## src/q2e_pkg.sv

```systemverilog
// shared constants and the cordic arctangent table for the quaternion to euler block
// no dependencies
`default_nettype none
package q2e_pkg;

    localparam int QUAT_FRAC_BITS_DEF = 14;
    localparam int CORDIC_STAGES_DEF  = 16;

    localparam int INT_Q    = 28;
    localparam int ANG_W    = 20;
    localparam int SQ_STEPS = INT_Q + 1;
    localparam int SQ_W     = 2 * INT_Q + 2;
    localparam int TOL_W    = 21;

    localparam logic [TOL_W-1:0] TOL_RESET = TOL_W'(2684);

    localparam logic signed [ANG_W-1:0] PI_Q16      = ANG_W'(205887);
    localparam logic signed [13:0]      HALF_PI_Q12 = 14'sd6434;
    localparam int BANK_MAX = 12868;
    localparam int ATT_MAX  = 6434;
    localparam int HEAD_MAX = 25736;

    localparam logic [1:0] PC_GENERAL = 2'd0;
    localparam logic [1:0] PC_NORTH   = 2'd1;
    localparam logic [1:0] PC_SOUTH   = 2'd2;

    // atan(2^-i) in q16 radians
    function automatic logic signed [ANG_W-1:0] atan_q16(input int i);
        logic signed [ANG_W-1:0] a;
        unique case (i)
            0:       a = ANG_W'(51472);
            1:       a = ANG_W'(30386);
            2:       a = ANG_W'(16055);
            3:       a = ANG_W'(8150);
            4:       a = ANG_W'(4091);
            5:       a = ANG_W'(2047);
            6:       a = ANG_W'(1024);
            7:       a = ANG_W'(512);
            8:       a = ANG_W'(256);
            9:       a = ANG_W'(128);
            10:      a = ANG_W'(64);
            11:      a = ANG_W'(32);
            12:      a = ANG_W'(16);
            13:      a = ANG_W'(8);
            14:      a = ANG_W'(4);
            15:      a = ANG_W'(2);
            16:      a = ANG_W'(1);
            default: a = '0;
        endcase
        return a;
    endfunction

endpackage
`default_nettype wire

```

## src/q2e_cordic_cell.sv

```systemverilog
// one vectoring micro-rotation of a cordic chain
// depends on q2e_pkg
`default_nettype none
module q2e_cordic_cell #(
    parameter int DW    = 38,
    parameter int SHIFT = 0
) (
    input  wire logic                             clk,
    input  wire logic                             en,
    input  wire logic signed [DW-1:0]             x_in,
    input  wire logic signed [DW-1:0]             y_in,
    input  wire logic signed [q2e_pkg::ANG_W-1:0] ang_in,
    output logic      signed [DW-1:0]             x_out,
    output logic      signed [DW-1:0]             y_out,
    output logic      signed [q2e_pkg::ANG_W-1:0] ang_out
);
    import q2e_pkg::*;

    localparam logic signed [ANG_W-1:0] STEP_ANG = atan_q16(SHIFT);

    logic signed [DW-1:0] xs;
    logic signed [DW-1:0] ys;

    assign xs = x_in >>> SHIFT;
    assign ys = y_in >>> SHIFT;

    always_ff @(posedge clk)
    begin
        if (en)
        begin
            if (!y_in[DW-1])
            begin
                x_out   <= x_in + ys;
                y_out   <= y_in - xs;
                ang_out <= ang_in + STEP_ANG;
            end
            else
            begin
                x_out   <= x_in - ys;
                y_out   <= y_in + xs;
                ang_out <= ang_in - STEP_ANG;
            end
        end
    end

endmodule
`default_nettype wire

```

## config.mk

```make
export PLATFORM = sky130hd
export DESIGN_NAME = q2e_cordic_cell
export DESIGN_NICKNAME = d
export VERILOG_FILES = /design/src/q2e_pkg.sv /design/src/q2e_cordic_cell.sv
export SDC_FILE = /design/constraint.sdc
export NUM_CORES = 1
export LEC_CHECK = 0
export ABC_AREA = 1
export BUFFER_PORTS_ARGS = -buffer_cell sky130_fd_sc_hd__buf_2
export CORE_MARGIN = 2
export CORE_UTILIZATION = 40
export DETAILED_ROUTE_END_ITERATION = 6
export PLACE_DENSITY_LB_ADDON = 0.3
export RECOVER_POWER = 25
export SYNTH_ARGS = -nofsm -noshare
export SYNTH_HDL_FRONTEND = slang
export SYNTH_SLANG_ARGS = --single-unit
export TNS_END_PERCENT = 50
```

## constraint.sdc

```tcl
create_clock -name clk -period 3.2 [get_ports clk]
set_input_delay 0.32 -clock clk [delete_from_list [all_inputs] [get_ports clk]]
set_output_delay 0.32 -clock clk [all_outputs]
set_load 0.02 [all_outputs]
```

# After elaboration in Yosys (flattened, before gate mapping)
# Cells that the tools add are included.
# Widths: inputs -> output; s select.
# word_totals
inputBits	98
reg_bits	96
# op_classes
addsub	5
muxes	3
# op_table
operator	count
$mux 38	2
$sub 38x38->38	2
$add 38x38->38	1
$add 20x17->20 const B	1
$mux 20	1
$sub 20x17->20 const B	1

# Depth between registers and ports, before layout
# logic_depth
depth_word	2
mapped_depth	18
mapped_depth_nobuf	17

# Least setup slack after synthesis
# Ideal clock, no wire load.
# synth_timing
path_kind	in2reg
startpoint	input y_in[37]
endpoint	register ang_out[16] (netlist name) (data pin)
path_stages	12
n_path_buf	2
setup_slack_ps	671
t_arrival_ps	2269
required_time_ps	2940
setup_time_ps	260
cell_sequence	clkbuf_1 clkinv_1 buf_2 fa_1 o21ai_0 a21boi_0 inv_1 nand2_1 nand2_1 nand3_1 nand2_1 xor2_1
# synth_between
elab_chain_cells	1
# synth_rtl
item	line	text
start: declaration	q2e_cordic_cell.sv:11	input wire logic signed [DW-1:0] y_in,
$mux 20	q2e_cordic_cell.sv:31	if (!y_in[DW-1])
end signal: assignment	q2e_cordic_cell.sv:35	ang_out <= ang_in + STEP_ANG;
end signal: assignment	q2e_cordic_cell.sv:41	ang_out <= ang_in - STEP_ANG;
end: declaration	q2e_cordic_cell.sv:15	output logic signed [q2e_pkg::ANG_W-1:0] ang_out
# Every way passes these cells.
# A chain may end at the register's enable or synchronous reset.

# Worst setup path after layout
# layout_timing
startpoint	input en
endpoint	register ang_out[6] (netlist name) (enable)
# layout_lines
item	line	text
start: declaration	q2e_cordic_cell.sv:9	input wire logic en,
# No word-level cell between the ends.

==> results.yml <==
logic_synthesis:
  synth.cell_area_um2: 12150
  syn_area_per_cell_um2: 6.524
  synth_ff_type: "edfxtp_1"
  synth_async_sr_flop_share: 0
  synth_cell_types: 45
  syn_nets: 2097
  synth-seq-cells: 95
  synth-edff-count: 95
  yosys_warnings: 0
  synth_cells: 1863
  synth.yosys.seq_area_share: 0.2347
global_routing:
  grt_use_met2: 0.4196
  antenna_found_initial: 1
  grt_pass1_wl_um: 65870
  grt_pass1_vias: 12060
  grtUsageMet3: 0.03261
  grt_start_max_net_pins: 79
  grtUsageTotal: 0.2729
  top_usage_layer: "met2"
  grt-ovfl-total: 0
  use_met1: 0.3973
run_status:
  violations: "max-capacitance violations, max-slew violations"
  status: "finished, violations left"
power:
  ir_worst_vdd_v: 0.0002684
  leakage_nw: 7.133
  cellPowerDensity_nw_per_um2: 384.6
timing:
  worst_pin_slew_ps: 2571
  fmax_ghz: 0.3983
  slew_headroom: -0.7143
  report.final.slew_viol_count: 38
  layout_min_cycle_time_ps: 2511
  hold_violations: 0
  finalSetupViolCount: 0
  rsz0062_at_grt: "false"
  min_period_over_period: 0.7846
  setup_tns_ps: 0
placement:
  numPortBuffers: 193
  gp_congestion: 1.009
  dp.cells: 2408
  hpwl_um: 36510
worst_setup_path:
  critPathCaptureType: "flip-flop"
  path_cells: "clkbuf_1 > buf_12"
  worst_setup_path_start_kind: "input port"
  max_stage_delay_ps: 1790
  cp_max_fo: 58
  worstSetupPathType: "in2reg"
  path_delay_family: "buffers and inverters"
  slowest_stage: "clkbuf_1"
  crit_buf_inv: 2
  cp.required_ps: 3240
  arrival_ps: 2550
worst_hold_path:
  min_path_cells: 1
  hp-start: "ang_in[1]"
  hold_end: "ang_out[1]"
  hold_class: "in2reg"
cts:
  post-cts-setup-buffer-count: 0
  path_clk_slew_ps: 80
  ctsResizeCount: 0
  clockRootBuffer: "clkbuf_16"
  cts_buffers: 9
  cts_hold_buffers: 0
  clockBufferDepth: 2
  cts_tree: "built"
  cts_sinks: 95
  htreeDepth: 3
route:
  drtAntennaViolNets: 0
  routed-via-count: 12850
  drcViolationCount: 0
  drtIter0Drc: 979
  totalWireLength_um: 43700
  via_per_inst: 5.302
  firstDrtPassIters: 5
  drt-wirelength-per-cell_um: 18.03
die:
  fp-row-count: 63
  io_pins: 194
  die_w_um: 178.3
  dieHeight_um: 178.3
  core-area_um2: 29800
  start_util: 0.4079
  die_area_um2: 31800
run:
  cap_violations: 1
finish:
  final_common_cell: "nand2_1"
  regArea_um2: 2853
  nets: 2263
  layout-drive-gt1-share: 0.1465
  multi_input_area_um2: 7840
  mostFrequentLayoutCells: "549 x nand2_1, 283 x inv_1, 187 x buf_2"
  fillers: 3176
  diodes: 0
  synthToLayoutAreaGrowth_pct: 12.24
  final_cells: 2424
==> cells by family (layout without fill, tap and decap cells) <==
family,after synthesis,count (layout),share of synthesized area
buf+inv,342,513,0.1202
compound gates,311,311,0.1419
flops,95,95,0.2347
fa+ha+maj,136,136,0.1425
simple gates,934,934,0.3282
mux,1,1,0.0008236
xor+xnor,44,44,0.03171
==> how the worst max path moves through the flow <==
stage                        start          end  slack (ps)  cells past startpoint
after CTS                  x_in[7]    x_out[26]         780                     16
after global routing            en    y_out[27]         550                      2
after floorplan           y_in[37]  ang_out[16]         670                     12
after global placement     x_in[7]    x_out[26]         400                     16
final                           en   ang_out[6]         690                      2
after detailed placement   x_in[7]    x_out[36]         430                     14
==> metal layers <==
layer | vias to the layer above | wire length [um]
met5 | - | 0
li1 | 6310 | -
met4 | 0 | 1108
met2 | 530 | 18640
met1 | 5949 | 20360
met3 | 63 | 3590
==> area by class of cell <==
type / count / area share
clock buffer: 9 / 0.01651
clock inverter: 7 / 0.005503
inverter: 291 / 0.08007
multi-input combinational: 1426 / 0.5747
sequential: 95 / 0.2091
tap: 390 / 0.03577
timing repair buffer: 206 / 0.07833
==> Yosys cell counts (11+ instances only) <==
cell type / n / share of area
nand2_1: 549 / 0.17
inv_1: 282 / 0.087
nand3_1: 154 / 0.063
a21oi_1: 141 / 0.058
nor2_1: 141 / 0.044
ha_1: 132 / 0.14
edfxtp_1: 95 / 0.23
o21ai_0: 88 / 0.036
xor2_1: 39 / 0.028
nor2_2: 30 / 0.015
buf_4: 24 / 0.015
o21bai_1: 17 / 0.011
o21ai_1: 16 / 0.0066
nand2_2: 14 / 0.0072
nor3_1: 14 / 0.0058
a21o_1: 13 / 0.0080
o22ai_1: 11 / 0.0057
==> report_power, final <==
part | internal [W] | switching [W] | total [W] | leakage, nW
clock network | 0.000556 | 0.000618 | 0.00117 | 0.144
logic | 0.000730 | 0.00169 | 0.00242 | 6.06
registers | 0.00161 | 0.0000495 | 0.00166 | 0.928
total | 0.00289 | 0.00235 | 0.00525 | 7.13
==> through the flow <==
stage | hold WS (ps) | util | setup WS [ps] | total power [W] | cell area, um2
after floorplan | 418.9 | - | 671.0 | 0.003282 | 12150
after global routing | 116.6 | 0.4578 | 547.7 | 0.005552 | 13640
after global placement | 502.7 | 0.4481 | 403.7 | 0.004042 | 13350
final | 124.0 | 0.4578 | 689.4 | 0.005247 | 13640
after CTS | 119.3 | 0.4582 | 781.4 | 0.005213 | 13650
after detailed placement | 499.3 | 0.4481 | 427.6 | 0.004054 | 13350
==> state kept, by name, summed over array words and instances, names as in the netlist <==
signal and cells:
y_out 37, ang_out 20, x_out 38
No activity file was read; power rests on OpenSTA's default activity.
